File: config.mk
export PLATFORM = sky130hd
export DESIGN_NAME = mwf_ram
export DESIGN_NICKNAME = d
export VERILOG_FILES = /design/src/rtl/assert_macros.svh /design/src/rtl/mwf_ram.sv
export SDC_FILE = /design/constraint.sdc
export NUM_CORES = 1
export LEC_CHECK = 0
export BUFFER_PORTS_ARGS = -buffer_cell sky130_fd_sc_hd__buf_2
export CELL_PAD_IN_SITES_DETAIL_PLACEMENT = 2
export CELL_PAD_IN_SITES_GLOBAL_PLACEMENT = 2
export CORE_MARGIN = 2
export CORE_UTILIZATION = 52
export DETAILED_ROUTE_END_ITERATION = 10
export GPL_ROUTABILITY_DRIVEN = 0
export HOLD_SLACK_MARGIN = 0.12
export PLACE_DENSITY = 0.89
export SLEW_MARGIN = 30
export SYNTH_ARGS = -nofsm -noshare
export SYNTH_HDL_FRONTEND = slang
export SYNTH_SLANG_ARGS = --single-unit
export TNS_END_PERCENT = 10
File: constraint.sdc
create_clock -name clk -period 3.24 [get_ports clk]
set_input_delay 0.162 -clock clk [delete_from_list [all_inputs] [get_ports clk]]
set_output_delay 0.162 -clock clk [all_outputs]
set_load 0.01 [all_outputs]
File: src/rtl/assert_macros.svh
// Assertion macros shared by the RTL.
`ifndef ASSERT_MACROS_SVH
`define ASSERT_MACROS_SVH
`ifndef SYNTHESIS
`define MWF_ASSERT(lbl, clk, rst_n, expr) \
	lbl: assert property (@(posedge clk) disable iff (!rst_n) (expr)) \
		else $error("assertion failed");
`define MWF_IMPLY(lbl, clk, rst_n, ante, cons) \
	lbl: assert property (@(posedge clk) disable iff (!rst_n) (ante) |=> (cons)) \
		else $error("assertion failed");
`else
`define MWF_ASSERT(lbl, clk, rst_n, expr)
`define MWF_IMPLY(lbl, clk, rst_n, ante, cons)
`endif
`endif

File: src/rtl/mwf_ram.sv
// Generic simple dual-port RAM with registered read.
module mwf_ram #(
	parameter int WIDTH = 10,
	parameter int DEPTH = 16
) (
	input  logic                     clk,
	input  logic                     we,
	input  logic [$clog2(DEPTH)-1:0] waddr,
	input  logic [WIDTH-1:0]         wdata,
	input  logic                     re,
	input  logic [$clog2(DEPTH)-1:0] raddr,
	output logic [WIDTH-1:0]         rdata
);
	logic [WIDTH-1:0] mem [DEPTH];

	always_ff @(posedge clk) begin
		if (we) begin
			mem[waddr] <= wdata;
		end
		if (re) begin
			rdata <= mem[raddr];
		end
	end
endmodule

==> results of run 1 <==
[synthesized netlist by cell type]
cell | count | area (um2)
edfxtp_1 | 170 | 5100
mux4_2 | 28 | 631
a22oi_1 | 20 | 150
nor2_1 | 13 | 48.8
mux4_1 | 12 | 315
nand2_1 | 11 | 41.3
buf_1 | 5 | 18.8
nor3_1 | 4 | 20.0
buf_4 | 2 | 15.0
buf_8 | 2 | 30.0
clkbuf_1 | 2 | 7.51
nand2b_1 | 2 | 12.5
nand3b_1 | 2 | 15.0
nor2b_1 | 2 | 12.5
and2_1 | 1 | 6.26
buf_6 | 1 | 11.3
nand3_1 | 1 | 5.00
or3b_1 | 1 | 8.76
[stage by stage]
step,setup slack (ns),cell area (um2)
after floorplan,1.52,6450
after global placement,1.12,6830
[logic make-up after synthesis]
family | after synthesis | synth area share, %
DFF | 170 | 79.1
muxes | 40 | 14.7
AOI/OAI and AO/OA | 20 | 2.33
buffers and inverters | 12 | 1.28
and+or+nand+nor | 37 | 2.64
==> impl_metrics.toml, run 1 <==
[synthesis]
yosys_register_bits = 170
synthesis.nets = 300
syn_area_mm2 = 0.00645
avgSynthCellArea_um2 = 23.1
yosys_warnings = 0
synth_cells = 279
synth-seq-area-share_pct = 79.1
yosys.cell_types.count = 18

[die]
ioPinCount = 31
die_h_um = 115
dieWidth_um = 115
start_util_pct = 53.5
rows = 40

[outcome]
error_message = "[ERROR DPL-0033] detailed placement checks failed during check placement."
outcome = "did not finish"
stop_stage = "3_5_place_dp"

[place]
port_buffers = 30
place_hpwl_um = 10500
==> inputs of run 2 (changes only) <==
--- a/config.mk
+++ b/config.mk
@@ -6,14 +6,11 @@
 export NUM_CORES = 1
 export LEC_CHECK = 0
 export BUFFER_PORTS_ARGS = -buffer_cell sky130_fd_sc_hd__buf_2
-export CELL_PAD_IN_SITES_DETAIL_PLACEMENT = 2
-export CELL_PAD_IN_SITES_GLOBAL_PLACEMENT = 2
 export CORE_MARGIN = 2
-export CORE_UTILIZATION = 52
+export CORE_UTILIZATION = 40
 export DETAILED_ROUTE_END_ITERATION = 10
 export GPL_ROUTABILITY_DRIVEN = 0
-export HOLD_SLACK_MARGIN = 0.12
-export PLACE_DENSITY = 0.89
+export PLACE_DENSITY_LB_ADDON = 0.15
 export SLEW_MARGIN = 30
 export SYNTH_ARGS = -nofsm -noshare
 export SYNTH_HDL_FRONTEND = slang
==> impl_metrics.toml, run 2 <==
[timing]
hold_slack_ns = 0.113
fmax_mhz = 622
rsz0062_at_grt = "no"
tightestPinTransition_ns = 0.749
fin_worst_skew_ns = 0.00501
setup_viol = 0
layout_min_cycle_time_ns = 1.61
relSlewSlack_pct = 49.9
fin_crit_sh_pct = 49.6
finalMaxSlewViolations = 0
tns_ns = 0
hold_violations = 0

[die]
core_area_mm2 = 0.0158
dieWidth_um = 131
rows = 46
start_util_pct = 40.8
die_h_um = 131
die_area_mm2 = 0.0172
ioPinCount = 31

[critical_path]
path_max_fanout = 28
worst_ep_required_time_ns = 3.41
path_class = "primary input to register"
cp.arrival_ns = 1.78
cp-start-kind = "primary input"
critPathCaptureType = "register"

[synthesis]
synth-seq-area-share_pct = 79.1
yosys_warnings = 0
synthMostInstantiatedCell = "edfxtp_1"
synth_top_area_share_pct = 79.1
synth_cells = 279
yosys-top-cells-area = "edfxtp_1 (79%), mux4_2 (9.8%), mux4_1 (4.9%)"
syn_area_mm2 = 0.00645
async_flop_share_pct = 0
synth_commonest_cells = "edfxtp_1 (170), mux4_2 (28), a22oi_1 (20)"
synth_ff_type = "edfxtp_1"
yosysTopAreaCell = "edfxtp_1"
yosys.cell_types.count = 18
synthesis.nets = 300
synth-edff-count = 170
yosys_register_bits = 170
avgSynthCellArea_um2 = 23.1

[drt]
via_per_inst = 5.31
dr.pass1.iters = 4
final_antenna_net_count = 0
post_drt_wl_per_cell_um = 23.7
drt-initial-drc-count = 320
drc = 0
wl_um = 13400
dr_total_vias = 3009

[cts]
clk-insertion-delay-late_ns = 0.42
htreeDepth = 4
clock-sinks = 170
clkTransAtPathRegs_ns = 0.06
max-clock-path-buffers = 2
numCtsBuffers = 17
cts_resized = 0
cts_setup_buffers = 0
cts-root-buf = "clkbuf_16"
cts_tree = "yes"
ctsHoldBuffers = 0

[power_and_ir_drop]
peakVddDrop_v = 0.000376
p_per_area_mw_per_mm2 = 609
p_leak_uw = 0.00248

[run]
maxCapViolCount = 0

[finish]
nets = 359
largest_register = "mem"
drive_gt1_share_pct = 29.9
final_common_cell = "edfxtp_1"
top_regs = "mem: 160 flops, rdata: 10 flops"
antennaDiodeCount = 0
final_cell_mix = "edfxtp_1 (170), buf_2 (30), mux4_2 (28), buf_4 (21), a22oi_1 (20)"
syn2layout_area_growth_pct = 16.6
largest_reg_flops = 160

[outcome]
outcome = "completed"

[place]
port_buffers = 30
place_hpwl_um = 8470

[global_routing]
grt_pass1_wl_um = 19900
grt_use_total_pct = 17.4
grt_pass1_vias = 3034
grt.overflow.total = 0
grt_max_degree = 29
antenna_found_initial = 0

[worst_hold_path]
hold_path_class = "primary input to register"
==> run 2: cell counts after synthesis <==
No cell type changed its count.
==> run 2: path summary, 6_finish.rpt <==
kind,startpoint,endpoint,slack [ns],depth (start not counted)
worst max register to register,mem[10][8]$_DFFE_PP_,rdata[8]$_DFFE_PP_,1.69,3
worst min register to register,mem[11][3]$_DFFE_PP_,rdata[3]$_DFFE_PP_,0.75,3
worst max-delay path,raddr[0],rdata[0]$_DFFE_PP_,1.63,5
worst min-delay path,wdata[1],mem[12][1]$_DFFE_PP_,0.11,1
==> run 2: per-stage QoR <==
| stage | power, uW | std cells | cell area (um2) | setup WS [ns] | utilization [%] |
|---|---|---|---|---|---|
| 2_1_floorplan | 2660 | 279 | 6450 | 1.52 | - |
| 3_3_place_gp | 2770 | 535 | 6980 | 1.12 | 44.1 |
| 3_5_place_dp | 2770 | 535 | 6980 | 1.13 | 44.1 |
| 4_1_cts | 4620 | 567 | 7520 | 1.58 | 47.5 |
| 5_1_grt | 4730 | 567 | 7520 | 1.48 | 47.5 |
| 6_report | 4580 | 567 | 7520 | 1.63 | 47.5 |
==> run 2: logic make-up after synthesis <==
group	count (synthesis)	synth area share [%]
buf+inv	12	1.28
mux	40	14.7
simple gates	37	2.64
flops	170	79.1
compound gates	20	2.33
==> run 2: area by class of cell <==
type / count / area, um2
multi-input cells: 97 / 1280
clock buffers: 18 / 429
fillers: 1290 / 8300
flip-flops and latches: 170 / 5100
clock inverters: 14 / 111
well taps: 216 / 270
repair buffers: 52 / 328
==> run 2: report_power, final <==
part	internal [uW]	switching, uW	leakage, uW
logic	93.5	135	0.000669
clock network	1100	761	0.000261
registers	2480	12.2	0.00155
==> run 2: layer usage <==
metal  up-vias  global-route usage (%)  wire length [um]
li1       1313                       -                 -
met4         0                    7.26               239
met2        94                    25.2              6220
met1      1587                    25.4              6190
met3        15                    4.36               786
met5         -                       0                 0
==> run 2: critical path, stage by stage <==
cell and delay (ns):
buf_2 0.40, buf_12 0.30, mux4_1 0.59, a22oi_1 0.23, nand2_1 0.07
No activity file was read; power rests on OpenSTA's default activity.
